**config.mk**
```make
export PLATFORM = sky130hd
export DESIGN_NAME = metronome_click_generator_top
export DESIGN_NICKNAME = d
export VERILOG_FILES = /design/src/design/mcg_pkg.sv /design/src/design/metronome_click_generator_top.sv /design/src/design/mcg_regs.sv /design/src/design/mcg_ctrl.sv /design/src/design/mcg_dp.sv
export SDC_FILE = /design/constraint.sdc
export NUM_CORES = 2
export LEC_CHECK = 0
export ABC_AREA = 1
export BUFFER_PORTS_ARGS = -buffer_cell sky130_fd_sc_hd__buf_2
export CORE_ASPECT_RATIO = 0.5
export CORE_MARGIN = 2
export CORE_UTILIZATION = 55
export DETAILED_ROUTE_END_ITERATION = 10
export GPL_TIMING_DRIVEN = 0
export PLACE_DENSITY = 0.81
export SKIP_CTS_REPAIR_TIMING = 1
export SLEW_MARGIN = 20
export SYNTH_ARGS = -nofsm -noshare
export SYNTH_HDL_FRONTEND = slang
export SYNTH_HIERARCHICAL = 1
export SYNTH_SLANG_ARGS = --single-unit
```
**constraint.sdc**
```tcl
create_clock -name clk -period 6.5 [get_ports clk]
set_input_delay 0.65 -clock clk [delete_from_list [all_inputs] [get_ports clk]]
set_output_delay 0.65 -clock clk [all_outputs]
set_load 0.02 [all_outputs]
```
**src/design/mcg_pkg.sv**
```systemverilog
// Shared types, constants and pattern tables of the metronome click generator.
`default_nettype none

package mcg_pkg;

  localparam int unsigned SINE_DEPTH_DEFAULT = 256;
  localparam logic [4:0]  MAX_BEATS          = 5'd12;
  localparam int          PADDR_W            = 5;

  // configuration register indexes, at byte address 4*index
  typedef enum logic [2:0] {
    REG_BEAT_STEP     = 3'd0,
    REG_BAR_LENGTH    = 3'd1,
    REG_DIVISION_MODE = 3'd2,
    REG_CLICK_SAMPLES = 3'd3,
    REG_FADE_SCALE    = 3'd4,
    REG_TONE_DOWNBEAT = 3'd5,
    REG_TONE_BEAT     = 3'd6,
    REG_TONE_SUB      = 3'd7
  } reg_idx_t;

  localparam logic [31:0] RST_BEAT_STEP     = 32'd178957;
  localparam logic [3:0]  RST_BAR_LENGTH    = 4'd4;
  localparam logic [2:0]  RST_DIVISION_MODE = 3'd0;
  localparam logic [12:0] RST_CLICK_SAMPLES = 13'd1440;
  localparam logic [24:0] RST_FADE_SCALE    = 25'd11651;
  localparam logic [14:0] RST_TONE_DOWNBEAT = 15'd2458;
  localparam logic [14:0] RST_TONE_BEAT     = 15'd1638;
  localparam logic [14:0] RST_TONE_SUB      = 15'd1092;

  // click levels, Q0.15
  localparam logic [14:0] AMP_DOWN = 15'd26214;
  localparam logic [14:0] AMP_BEAT = 15'd16384;
  localparam logic [14:0] AMP_SUB  = 15'd8192;

  localparam logic [24:0] FADE_ONE = 25'h100_0000;

  // odd polynomial coefficients for the sine table, Q2.30
  localparam logic [63:0] SIN_C1 = 64'd1686629713;
  localparam logic [63:0] SIN_C3 = 64'd693598563;
  localparam logic [63:0] SIN_C5 = 64'd85569278;
  localparam logic [63:0] SIN_C7 = 64'd5026937;
  localparam logic [63:0] Q30    = 64'd1073741824;

  typedef struct packed {
    logic [31:0] beat_step;
    logic [3:0]  bar_length;
    logic [2:0]  division_mode;
    logic [12:0] click_samples;
    logic [24:0] fade_scale;
    logic [14:0] tone_step_downbeat;
    logic [14:0] tone_step_beat;
    logic [14:0] tone_step_sub;
  } cfg_t;

  typedef struct packed {
    logic accept;
    logic step;
    logic index;
    logic look;
    logic mul;
    logic scale;
    logic finish;
    logic load;
  } dp_cmd_t;

  typedef struct packed {
    logic play;
  } dp_status_t;

  function automatic logic [2:0] steps_of_mode(input logic [2:0] mode);
    logic [2:0] steps;
    unique case (mode)
      3'd0:    steps = 3'd1;
      3'd1:    steps = 3'd2;
      3'd2:    steps = 3'd4;
      3'd3:    steps = 3'd3;
      3'd4:    steps = 3'd4;
      3'd5:    steps = 3'd4;
      3'd6:    steps = 3'd6;
      default: steps = 3'd1;
    endcase
    return steps;
  endfunction

  function automatic logic [5:0] mask_of_mode(input logic [2:0] mode);
    logic [5:0] mask;
    unique case (mode)
      3'd0:    mask = 6'h01;
      3'd1:    mask = 6'h03;
      3'd2:    mask = 6'h0F;
      3'd3:    mask = 6'h07;
      3'd4:    mask = 6'h0D;
      3'd5:    mask = 6'h0B;
      3'd6:    mask = 6'h3F;
      default: mask = 6'h01;
    endcase
    return mask;
  endfunction

endpackage

`default_nettype wire

```
**src/design/metronome_click_generator_top.sv**
```systemverilog
// Top level of the metronome click generator.
// Sequence: a sample taken while playing passes the step, index, table lookup, multiply,
// scale and finish states, a stopped one goes from step straight to done; the result
// word is loaded once the output register is free, and one word is in flight at a time.
// A waiting result word is held in the output register while the next sample is taken.
// Reset: synchronous, active high; registers to defaults, position and click cleared.
`default_nettype none

module metronome_click_generator_top
  import mcg_pkg::*;
#(
  parameter int unsigned SINE_TABLE_DEPTH = SINE_DEPTH_DEFAULT
) (
  input  wire logic               clk,
  input  wire logic               rst,
  input  wire logic               in_valid,
  output logic                    in_ready,
  input  wire logic               playing,
  output logic                    out_valid,
  input  wire logic               out_ready,
  output logic signed [15:0]      audio_out,
  output logic                    click_started,
  output logic [3:0]              shown_beat,
  input  wire logic               psel,
  input  wire logic               penable,
  input  wire logic               pwrite,
  input  wire logic [PADDR_W-1:0] paddr,
  input  wire logic [31:0]        pwdata,
  output logic      [31:0]        prdata,
  output logic                    pready
);

  cfg_t       cfg;
  dp_cmd_t    cmd;
  dp_status_t status;

  assign pready = 1'b1;

  mcg_regs u_regs (
    .clk     (clk),
    .rst     (rst),
    .psel    (psel),
    .penable (penable),
    .pwrite  (pwrite),
    .paddr   (paddr),
    .pwdata  (pwdata),
    .prdata  (prdata),
    .cfg     (cfg)
  );

  mcg_ctrl u_ctrl (
    .clk       (clk),
    .rst       (rst),
    .in_valid  (in_valid),
    .in_ready  (in_ready),
    .out_valid (out_valid),
    .out_ready (out_ready),
    .status    (status),
    .cmd       (cmd)
  );

  mcg_dp #(
    .SINE_TABLE_DEPTH (SINE_TABLE_DEPTH)
  ) u_dp (
    .clk           (clk),
    .rst           (rst),
    .cfg           (cfg),
    .cmd           (cmd),
    .status        (status),
    .playing       (playing),
    .audio_out     (audio_out),
    .click_started (click_started),
    .shown_beat    (shown_beat)
  );

endmodule

`default_nettype wire

```
**src/design/mcg_regs.sv**
```systemverilog
// Configuration register file behind the APB-style port.
`default_nettype none

module mcg_regs
  import mcg_pkg::*;
(
  input  wire logic               clk,
  input  wire logic               rst,
  input  wire logic               psel,
  input  wire logic               penable,
  input  wire logic               pwrite,
  input  wire logic [PADDR_W-1:0] paddr,
  input  wire logic [31:0]        pwdata,
  output logic      [31:0]        prdata,
  output cfg_t                    cfg
);

  logic     wr_en;
  reg_idx_t idx;

  assign wr_en = psel && penable && pwrite;
  assign idx   = reg_idx_t'(paddr[PADDR_W-1:2]);

  always_ff @(posedge clk) begin
    if (rst) begin
      cfg.beat_step          <= RST_BEAT_STEP;
      cfg.bar_length         <= RST_BAR_LENGTH;
      cfg.division_mode      <= RST_DIVISION_MODE;
      cfg.click_samples      <= RST_CLICK_SAMPLES;
      cfg.fade_scale         <= RST_FADE_SCALE;
      cfg.tone_step_downbeat <= RST_TONE_DOWNBEAT;
      cfg.tone_step_beat     <= RST_TONE_BEAT;
      cfg.tone_step_sub      <= RST_TONE_SUB;
    end else if (wr_en) begin
      unique case (idx)
        REG_BEAT_STEP:     cfg.beat_step          <= pwdata;
        REG_BAR_LENGTH:    cfg.bar_length         <= pwdata[3:0];
        REG_DIVISION_MODE: cfg.division_mode      <= pwdata[2:0];
        REG_CLICK_SAMPLES: cfg.click_samples      <= pwdata[12:0];
        REG_FADE_SCALE:    cfg.fade_scale         <= pwdata[24:0];
        REG_TONE_DOWNBEAT: cfg.tone_step_downbeat <= pwdata[14:0];
        REG_TONE_BEAT:     cfg.tone_step_beat     <= pwdata[14:0];
        REG_TONE_SUB:      cfg.tone_step_sub      <= pwdata[14:0];
        default:           cfg.beat_step          <= cfg.beat_step;
      endcase
    end
  end

  always_comb begin
    unique case (idx)
      REG_BEAT_STEP:     prdata = cfg.beat_step;
      REG_BAR_LENGTH:    prdata = 32'(cfg.bar_length);
      REG_DIVISION_MODE: prdata = 32'(cfg.division_mode);
      REG_CLICK_SAMPLES: prdata = 32'(cfg.click_samples);
      REG_FADE_SCALE:    prdata = 32'(cfg.fade_scale);
      REG_TONE_DOWNBEAT: prdata = 32'(cfg.tone_step_downbeat);
      REG_TONE_BEAT:     prdata = 32'(cfg.tone_step_beat);
      REG_TONE_SUB:      prdata = 32'(cfg.tone_step_sub);
      default:           prdata = 32'd0;
    endcase
  end

endmodule

`default_nettype wire

```
**src/design/mcg_ctrl.sv**
```systemverilog
// Sequencer of the click generator: handshakes and datapath commands.
`default_nettype none

module mcg_ctrl
  import mcg_pkg::*;
(
  input  wire logic       clk,
  input  wire logic       rst,
  input  wire logic       in_valid,
  output logic            in_ready,
  output logic            out_valid,
  input  wire logic       out_ready,
  input  dp_status_t      status,
  output dp_cmd_t         cmd
);

  typedef enum logic [7:0] {
    S_IDLE   = 8'b0000_0001,
    S_STEP   = 8'b0000_0010,
    S_INDEX  = 8'b0000_0100,
    S_LOOK   = 8'b0000_1000,
    S_MUL    = 8'b0001_0000,
    S_SCALE  = 8'b0010_0000,
    S_FINISH = 8'b0100_0000,
    S_DONE   = 8'b1000_0000
  } state_t;

  state_t state, state_next;
  logic   out_free;
  logic   out_valid_next;

  assign in_ready = (state == S_IDLE);
  assign out_free = !out_valid || out_ready;

  assign cmd.accept = in_valid && in_ready;
  assign cmd.step   = (state == S_STEP);
  assign cmd.index  = (state == S_INDEX);
  assign cmd.look   = (state == S_LOOK);
  assign cmd.mul    = (state == S_MUL);
  assign cmd.scale  = (state == S_SCALE);
  assign cmd.finish = (state == S_FINISH);
  assign cmd.load   = (state == S_DONE) && out_free;

  always_comb begin
    state_next = state;
    unique case (state)
      S_IDLE:   if (in_valid) state_next = S_STEP;
      // a stopped transport has nothing to compute
      S_STEP:   state_next = status.play ? S_INDEX : S_DONE;
      S_INDEX:  state_next = S_LOOK;
      S_LOOK:   state_next = S_MUL;
      S_MUL:    state_next = S_SCALE;
      S_SCALE:  state_next = S_FINISH;
      S_FINISH: state_next = S_DONE;
      S_DONE:   if (out_free) state_next = S_IDLE;
      default:  state_next = S_IDLE;
    endcase
  end

  always_comb begin
    out_valid_next = out_valid;
    if (cmd.load) out_valid_next = 1'b1;
    else if (out_ready) out_valid_next = 1'b0;
  end

  always_ff @(posedge clk) begin
    if (rst) begin
      state     <= S_IDLE;
      out_valid <= 1'b0;
    end else begin
      state     <= state_next;
      out_valid <= out_valid_next;
    end
  end

`ifndef SYNTHESIS
  a_load_into_free: assert property (@(posedge clk) disable iff (rst)
    cmd.load |-> (!out_valid || out_ready))
    else $error("result word loaded over an untaken one");

  a_load_sets_valid: assert property (@(posedge clk) disable iff (rst)
    cmd.load |=> out_valid)
    else $error("loaded result word not presented");

  a_no_accept_on_load: assert property (@(posedge clk) disable iff (rst)
    !(in_ready && cmd.load))
    else $error("input accepted while a result word is loaded");

  a_stopped_skips: assert property (@(posedge clk) disable iff (rst)
    cmd.step && !status.play |=> state == S_DONE)
    else $error("stopped sample went through the multiply chain");
`endif

endmodule

`default_nettype wire

```
**src/design/mcg_dp.sv**
```systemverilog
// Datapath: beat position, step detection, sine table and click envelope.
`default_nettype none

module mcg_dp
  import mcg_pkg::*;
#(
  parameter int unsigned SINE_TABLE_DEPTH = SINE_DEPTH_DEFAULT
) (
  input  wire logic        clk,
  input  wire logic        rst,
  input  cfg_t             cfg,
  input  dp_cmd_t          cmd,
  output dp_status_t       status,
  input  wire logic        playing,
  output logic signed [15:0] audio_out,
  output logic             click_started,
  output logic [3:0]       shown_beat
);

  localparam int IDX_W = $clog2(SINE_TABLE_DEPTH);
  localparam int PW    = 15 + IDX_W;

  typedef logic [14:0] sine_tab_t [SINE_TABLE_DEPTH];

  // quarter-wave table, Horner evaluation in Q2.30 with truncating shifts
  function automatic sine_tab_t build_sine();
    sine_tab_t   tab;
    logic [63:0] t, t2, r, s, v;
    for (int i = 0; i < int'(SINE_TABLE_DEPTH); i++) begin
      t  = (64'(2 * i + 1) << 29) / 64'(SINE_TABLE_DEPTH);
      t2 = (t * t) >> 30;
      r  = SIN_C5 - ((t2 * SIN_C7) >> 30);
      r  = SIN_C3 - ((t2 * r) >> 30);
      r  = SIN_C1 - ((t2 * r) >> 30);
      s  = (t * r) >> 30;
      v  = (s * 64'd32767 + (Q30 >> 1)) >> 30;
      tab[i] = (v > 64'd32767) ? 15'h7FFF : v[14:0];
    end
    return tab;
  endfunction

  localparam sine_tab_t SINE_TAB = build_sine();

  // sample state
  logic        play_r;
  logic        was_running;
  logic [31:0] beat_fraction;
  logic [3:0]  beat_in_bar;
  logic [2:0]  last_step;
  logic        step_valid;
  logic [12:0] click_left;
  logic [15:0] tone_phase;
  logic [3:0]  latched_beat;
  logic        started_r;
  logic [15:0] audio_r;

  // multiply chain
  logic             active_r;
  logic             neg_r;
  logic [IDX_W-1:0] idx_r;
  logic [24:0]      fade_r;
  logic [14:0]      amp_r;
  logic [14:0]      inc_r;
  logic [14:0]      sine_mag_r;
  logic [29:0]      prod_r;
  logic [54:0]      mag_r;

  assign status.play = play_r;

  // step index within the beat
  logic [2:0]  steps;
  logic [5:0]  mask;
  logic [34:0] step_prod;
  logic [2:0]  step_now;
  logic        new_step;

  assign steps     = steps_of_mode(cfg.division_mode);
  assign mask      = mask_of_mode(cfg.division_mode);
  assign step_prod = 35'(beat_fraction) * 35'(steps);
  assign step_now  = step_prod[34:32];
  assign new_step  = !step_valid || (step_now != last_step);

  // table address and envelope
  logic [PW-1:0]    idx_prod;
  logic [IDX_W:0]   idx_raw;
  logic [IDX_W-1:0] idx_clamp;
  logic [IDX_W-1:0] idx_fold;
  logic [37:0]      fade_full;
  logic             downbeat;
  logic             on_beat;

  assign idx_prod  = PW'(tone_phase[13:0]) * PW'(SINE_TABLE_DEPTH);
  assign idx_raw   = idx_prod[14 +: IDX_W+1];
  assign idx_clamp = (idx_raw >= (IDX_W+1)'(SINE_TABLE_DEPTH)) ?
                     IDX_W'(SINE_TABLE_DEPTH - 1) : idx_raw[IDX_W-1:0];
  assign idx_fold  = tone_phase[14] ? (IDX_W'(SINE_TABLE_DEPTH - 1) - idx_clamp) : idx_clamp;
  assign fade_full = 38'(click_left) * 38'(cfg.fade_scale);
  assign on_beat   = (last_step == 3'd0);
  assign downbeat  = on_beat && (beat_in_bar == 4'd0);

  // rounding, beat advance
  logic [55:0] round_sum;
  logic [16:0] rounded;
  logic [14:0] capped;
  logic [15:0] audio_val;
  logic [32:0] frac_sum;
  logic [4:0]  bar;
  logic [4:0]  beat_plus;

  assign round_sum = 56'(mag_r) + (56'd1 << 38);
  assign rounded   = round_sum[55:39];
  assign capped    = (rounded > 17'd32767) ? 15'h7FFF : rounded[14:0];
  assign audio_val = neg_r ? (16'd0 - {1'b0, capped}) : {1'b0, capped};
  assign frac_sum  = {1'b0, beat_fraction} + {1'b0, cfg.beat_step};
  assign beat_plus = {1'b0, beat_in_bar} + 5'd1;

  always_comb begin
    bar = {1'b0, cfg.bar_length};
    if (bar == 5'd0) bar = 5'd1;
    else if (bar > MAX_BEATS) bar = MAX_BEATS;
  end

  always_ff @(posedge clk) begin
    if (rst) begin
      play_r        <= 1'b0;
      was_running   <= 1'b0;
      beat_fraction <= 32'd0;
      beat_in_bar   <= 4'd0;
      last_step     <= 3'd0;
      step_valid    <= 1'b0;
      click_left    <= 13'd0;
      tone_phase    <= 16'd0;
      latched_beat  <= 4'd0;
      started_r     <= 1'b0;
      audio_r       <= 16'd0;
      active_r      <= 1'b0;
    end else begin
      if (cmd.accept) begin
        play_r      <= playing;
        was_running <= playing;
        started_r   <= 1'b0;
        audio_r     <= 16'd0;
        // rewind on start of play
        if (playing && !was_running) begin
          beat_fraction <= 32'd0;
          beat_in_bar   <= 4'd0;
          step_valid    <= 1'b0;
        end
        if (!playing) begin
          step_valid <= 1'b0;
          click_left <= 13'd0;
        end
      end
      if (cmd.step && play_r && new_step) begin
        last_step  <= step_now;
        step_valid <= 1'b1;
        if (mask[step_now]) begin
          latched_beat <= beat_in_bar;
          click_left   <= cfg.click_samples;
          tone_phase   <= 16'd0;
          started_r    <= 1'b1;
        end
      end
      if (cmd.index) begin
        active_r <= (click_left != 13'd0);
      end
      if (cmd.finish) begin
        if (active_r) begin
          audio_r    <= audio_val;
          tone_phase <= tone_phase + 16'(inc_r);
          click_left <= click_left - 13'd1;
        end
        beat_fraction <= frac_sum[31:0];
        if (frac_sum[32]) begin
          beat_in_bar <= (beat_plus >= bar) ? 4'd0 : beat_plus[3:0];
          step_valid  <= 1'b0;
        end
      end
    end
  end

  always_ff @(posedge clk) begin
    if (cmd.index) begin
      idx_r  <= idx_fold;
      neg_r  <= tone_phase[15];
      fade_r <= (fade_full > 38'(FADE_ONE)) ? FADE_ONE : fade_full[24:0];
      if (downbeat) begin
        amp_r <= AMP_DOWN;
        inc_r <= cfg.tone_step_downbeat;
      end else if (on_beat) begin
        amp_r <= AMP_BEAT;
        inc_r <= cfg.tone_step_beat;
      end else begin
        amp_r <= AMP_SUB;
        inc_r <= cfg.tone_step_sub;
      end
    end
    if (cmd.look)  sine_mag_r <= SINE_TAB[idx_r];
    if (cmd.mul)   prod_r     <= 30'(sine_mag_r) * 30'(amp_r);
    if (cmd.scale) mag_r      <= 55'(prod_r) * 55'(fade_r);
    if (cmd.load) begin
      audio_out     <= audio_r;
      click_started <= started_r;
      shown_beat    <= latched_beat;
    end
  end

endmodule

`default_nettype wire

```
# Word-level counts from Yosys, hierarchy flattened
# Memory sizes are Yosys's and may differ from the RTL's. A register that Yosys moved wholly into a read port is not among the register bits.
# Index checks and enable logic that the tools add are counted.
# totals
register_bits,393
romBits,3840
input_bits,45
out_inout_bits,56
word_cells,157
n_memories,1
# mem_list
name,words,word_bits,read_ports,rd_clocked_by_memory_dff,write_ports,line,source
(name not given),256,15,1,1,0,mcg_dp.sv:198,if (cmd.look) sine_mag_r <= SINE_TAB[idx_r];
# classes
n_addsub,7
n_mul,4
n_lt_le_gt_ge,6
n_eq_ne,24
n_mux,50
n_bitwise,1
n_reduce_logical,33
# ops
op,n
$pmux W32 S8,1
$mux W16,8
$mux W32,3
$mux W13,6
$pmux W8 S8,1
$mux W15,4
$add A55 B39 Y56 const B,1
$mul A30 B25 Y55,1
$mux W8,5
$gt A38 B25 Y1 const B,1
$mul A13 B25 Y38,1
$pmux W6 S6,1
$mul A32 B3 Y35,1
$add A32 B32 Y33,1
$mul A15 B15 Y30,1
$mux W4,6
$reduce_and A2 Y1,11
$eq A3 B3 Y1 const B,7
$gt A17 B15 Y1 const B,1
$add A16 B15 Y16,1
$sub A1 B15 Y16 const A,1
$reduce_bool A13 Y1,1
$sub A13 B1 Y13 const B,1
$eq A3 B2 Y1 const B,4
other kinds (30),56

# Depth between registers and ports, before layout
# logic_depth
ltp_word,10
depth_mapped,32
ltp_nobuf,29

# Hierarchy
# Netlist, hierarchy kept.
# by_module_without_submodules
module,n_inst,cells_per_inst,area_each_um2,seq_area_each_um2
mcg_dp,1,7544,56339.0,5865.6
mcg_regs,1,767,5434.0,2442.3
mcg_ctrl,1,88,548.0,180.2
metronome_click_generator_top,1,2,11.3,0.0

# Worst setup path after synthesis
# Ideal clock, no wire load.
# synth_path
path_type,reg-to-reg
start,register u_dp.fade_r[10]
end,"register u_dp.mag_r[54], data pin"
setup_ns,0.274
t_arrival_ns,6.301
required_time_ns,6.226
path_slack_ns,-0.074
stages_incl_launch_ff,28
n_path_buf,2
synth_period_minus_slack_ns,6.574
cell_sequence,edfxtp_1 clkbuf_1 buf_1 nand2_1 fa_1 inv_1 fa_1 inv_1 fa_1 inv_1 fa_1 fa_1 fa_1 inv_1 fa_1 inv_1 ha_1 nand2_1 nor2_1 inv_1 nor3_1 inv_1 nor4_1 nand4_1 nand3_1 a21oi_1 o41ai_1 xor2_1
# synth_between
elab_chain_len,1
# synth_lines
item,line,source
start: declaration,mcg_dp.sv:61,logic [24:0] fade_r;
start signal: assignment,mcg_dp.sv:186,fade_r <= (fade_full > 38'(FADE_ONE)) ? FADE_ONE : fade_full[24:0];
$mul A30 B25 Y55,mcg_dp.sv:200,if (cmd.scale) mag_r <= 55'(prod_r) * 55'(fade_r);
end signal: assignment,mcg_dp.sv:200,
end: declaration,mcg_dp.sv:66,logic [54:0] mag_r;
# No other way between the ends.
# A chain may end at the register's enable or synchronous reset.

# Worst setup path after layout
# layout_path
start,register u_dp.fade_r[24]
end,"register u_dp.mag_r[51], data pin"
# Same word-level chain as after synthesis.

==> run summary <==
Outcome -> complete, but fails checks
Failing checks -> setup timing
Clock share of power -> 41.3%
Grt total ovfl -> 0
Commonest non-fill, non-tap cells in the layout -> inv_1, nand2_1, fa_1
Number of synthesized flops with an enable pin -> 134
H-tree depth -> 2
Max cap viols -> 0
Root buf cell -> clkbuf_16
Final Worst Setup Slack -> -607 ps
Hold depth -> 3
Slew Limit Headroom -> 18.1%
IO buf count -> 92
F_max -> 0.141 GHz
Post-DR vias/cell -> 5.73
Pint -> 3.86 mW
Setup crit end kind -> flop
Clock Sinks -> 357
Antenna-violating nets left -> 0
FF-to-FF Start -> u_dp/fade_r[24]
Static Leak -> 38.6 nW
Final Max Slew Viols -> 0
Fin crit share -> 109%
Largest net degree at the start of global routing -> 56
Leading area contributor after synthesis -> fa_1
Switch Pwr -> 1.64 mW
Clk_lat worst skew -> 610 ps
Slew @ Worst Pin -> 1220 ps
FF+latch count, synth -> 357
Synthesized instance count -> 8401
RSZ-0062 raised after global routing -> yes
Syn_area_per_cell -> 7.42 um2
Core Region -> 0.113 mm2
Total design power -> 5.51 mW
Logic pwr share -> 16.2%
Nets -> 10.2k
First-pass GRT wire length -> 336 mm
Worst-path clk slew -> 60 ps
Reg2reg end -> u_dp/mag_r[51]
Total GRT Usage -> 38.3%
Primary FF master, synth -> dfxtp_1
Share of power burned in registers -> 42.5%
Routability cong. -> 1.06
Vias in the first global route -> 57.0k
Placed Instances -> 10.0k
Crit path cell chain -> buf_2 > nand2_1 > inv_1 > fa_1 > fa_1 > fa_1 > fa_1 > fa_1 > fa_1 > inv_1 > fa_2 > inv_1 > ha_4 > nand2_2 > nor2_4 > nand3_2 > nor3_4 > nand3_2 > o2111ai_4 > nand2_1 > o211ai_1 > a31oi_1 > xor2_1
Minimum clock period -> 7110 ps
Die width -> 480 um
Crit start category -> flop
Synth cell types -> 72
Post-route non-filler standard cell count -> 10.2k
Synthesized Nets -> 9916
Hold Crit Endpoint -> u_regs/cfg[116]
Chip Height -> 242 um
DR WL/cell -> 22.5 um
Reg-to-reg slack, setup -> -610 ps
Worst Hold Class -> in2reg
Final core utilization -> 62.2%
Fillers -> 9857
CP peak stage delay -> 630 ps
Initial Util -> 55.4%
Endpoints failing hold -> 0
Sw frac -> 29.8%
Clock Tree Buf Depth -> 3
Crit path top cell by count -> fa_1
Leading cell type in the layout, fill and taps excluded -> inv_1
Share of post-route cells with drive strength above 1 -> 10.8%
CTS Buf Count -> 38
Register area share after synthesis -> 13.6%
Ys async rst share -> 0%
Synth warn -> 6
Drt pass-1 iters -> 7
Critical path class -> reg2reg
Antenna violations before repair -> 5
Std-Cell Rows -> 87
Crit path required time -> 6810 ps
CTS tree -> done
Post-DP HPWL -> 179 mm
Layout Skew -> 46.4 ps
Via count -> 58.4k
Synth top area share -> 31.0%
Synthesized area -> 0.0623 mm2
PD cells -> 78.7 mW/mm2
Die area -> 0.116 mm2
Critical hold path startpoint -> pwdata[26]
Top post-synthesis cells by area -> fa_1, inv_1, nand2_1
Final Setup Violations -> 17
Total wire length -> 229 mm
Synth-to-layout area growth -> 12.3%
VDD IR max -> 0.000157 V
Initial DRC count -> 7046
CP max FO -> 10
Worst r2r path cells -> 23
CP max-delay cell -> fa_2
Ports -> 101
Residual DRC count -> 0
CP Data Arrival Time -> 7420 ps
-- cell usage after synthesis, types with 15 or more instances --
cell	number
o21bai_1	20
nor2_1	530
nand2_1	1999
nor3_1	53
o21ai_0	278
buf_1	45
nand4_1	70
a21oi_1	375
dfxtp_1	223
xor2_1	65
nor2_2	21
buf_2	25
xnor2_1	25
buf_4	16
nand3_1	281
o211ai_1	36
inv_2	15
fa_1	966
clkbuf_1	289
nand2_2	15
edfxtp_1	134
inv_1	2071
ha_1	504
o21ai_1	70
a31oi_1	47
-- kinds of logic after synthesis --
logic type | synth area share (%)
adders and majority gates | 41.1
DFF | 13.6
xor gates and xnor gates | 1.26
other | 0.00602
and+or+nand+nor | 19.9
buffers and inverters | 15.1
AOI/OAI and AO/OA | 8.97
-- registers in the layout, summed over array words and instances (netlist names), 16 cells and up --
name,count
u_dp/tone_phase,16
u_regs/cfg,122
u_dp/fade_r,25
u_dp/audio_r,16
u_dp/audio_out,16
u_dp/mag_r,17
u_dp/beat_fraction,32
u_dp/prod_r,29
-- through the flow --
step	area, um2	setup slack, ps	setup TNS, ps	hold slack [ps]
after floorplan	62300	0.0866	0	403
after global placement	64700	-1930	-47730	415
after detailed placement	64700	-1960	-50090	422
after CTS	66000	-2020	-52250	251
after global routing	70000	-751	-9680	276
final	70000	-607	-5160	267
-- worst max-delay path by stage --
stage / end / cells past startpoint / slack, ps / start
after floorplan: u_dp/mag_r[54] / 27 / 0.09 / u_dp/fade_r[12]
after global placement: u_dp/mag_r[54] / 25 / -1930 / u_dp/fade_r[1]
after detailed placement: u_dp/mag_r[54] / 25 / -1960 / u_dp/fade_r[18]
after CTS: u_dp/mag_r[54] / 25 / -2020 / u_dp/fade_r[18]
after global routing: u_dp/mag_r[51] / 28 / -750 / u_dp/fade_r[14]
final: u_dp/mag_r[51] / 23 / -610 / u_dp/fade_r[24]
-- power groups by stage --
| stage | Clock [mW] | Combinational, mW | Sequential, mW |
|---|---|---|---|
| 2_1_floorplan | 0 | 0.414 | 2.38 |
| 3_3_place_gp | 0 | 0.651 | 2.39 |
| 3_5_place_dp | 0 | 0.657 | 2.39 |
| 4_1_cts | 2.29 | 0.663 | 2.34 |
| 5_1_grt | 2.39 | 0.947 | 2.34 |
| 6_report | 2.27 | 0.893 | 2.34 |
-- layout make-up --
cell class,count,area (um2),share of cell area [%]
tap,1513,1890,2.71
sequential,357,8560,12.2
clock inverter,26,278,0.397
buffer,343,2500,3.57
inverter,2089,7850,11.2
multi-input combinational,5575,46000,65.7
antenna,1,2.50,0.00358
clock buffer,42,986,1.41
timing repair buffer,246,1920,2.74
-- per-layer routing --
metal / wire length [um] / vias to the layer above / part of all wire, % / GRT usage, %
met1: 86200 / 28200 / 38 / 48.7
met4: 18500 / 10 / 8.1 / 25.7
met5: 60 / - / 0.026 / 0.572
met2: 100000 / 3428 / 44 / 58.6
met3: 23900 / 952 / 10 / 8.64
li1: - / 25800 / - / -
-- critical path: cells and delay by family, from the launching register on --
family / cells / cell delay, ps
adder cells (fa/ha/maj): 8 / 3910
AO/OA/AOI/OAI: 3 / 500
flip-flops: 1 / 590
AND/OR/NAND/NOR: 7 / 890
buffers and inverters: 4 / 700
XOR/XNOR: 1 / 190
(Power assumes the default switching activity.)
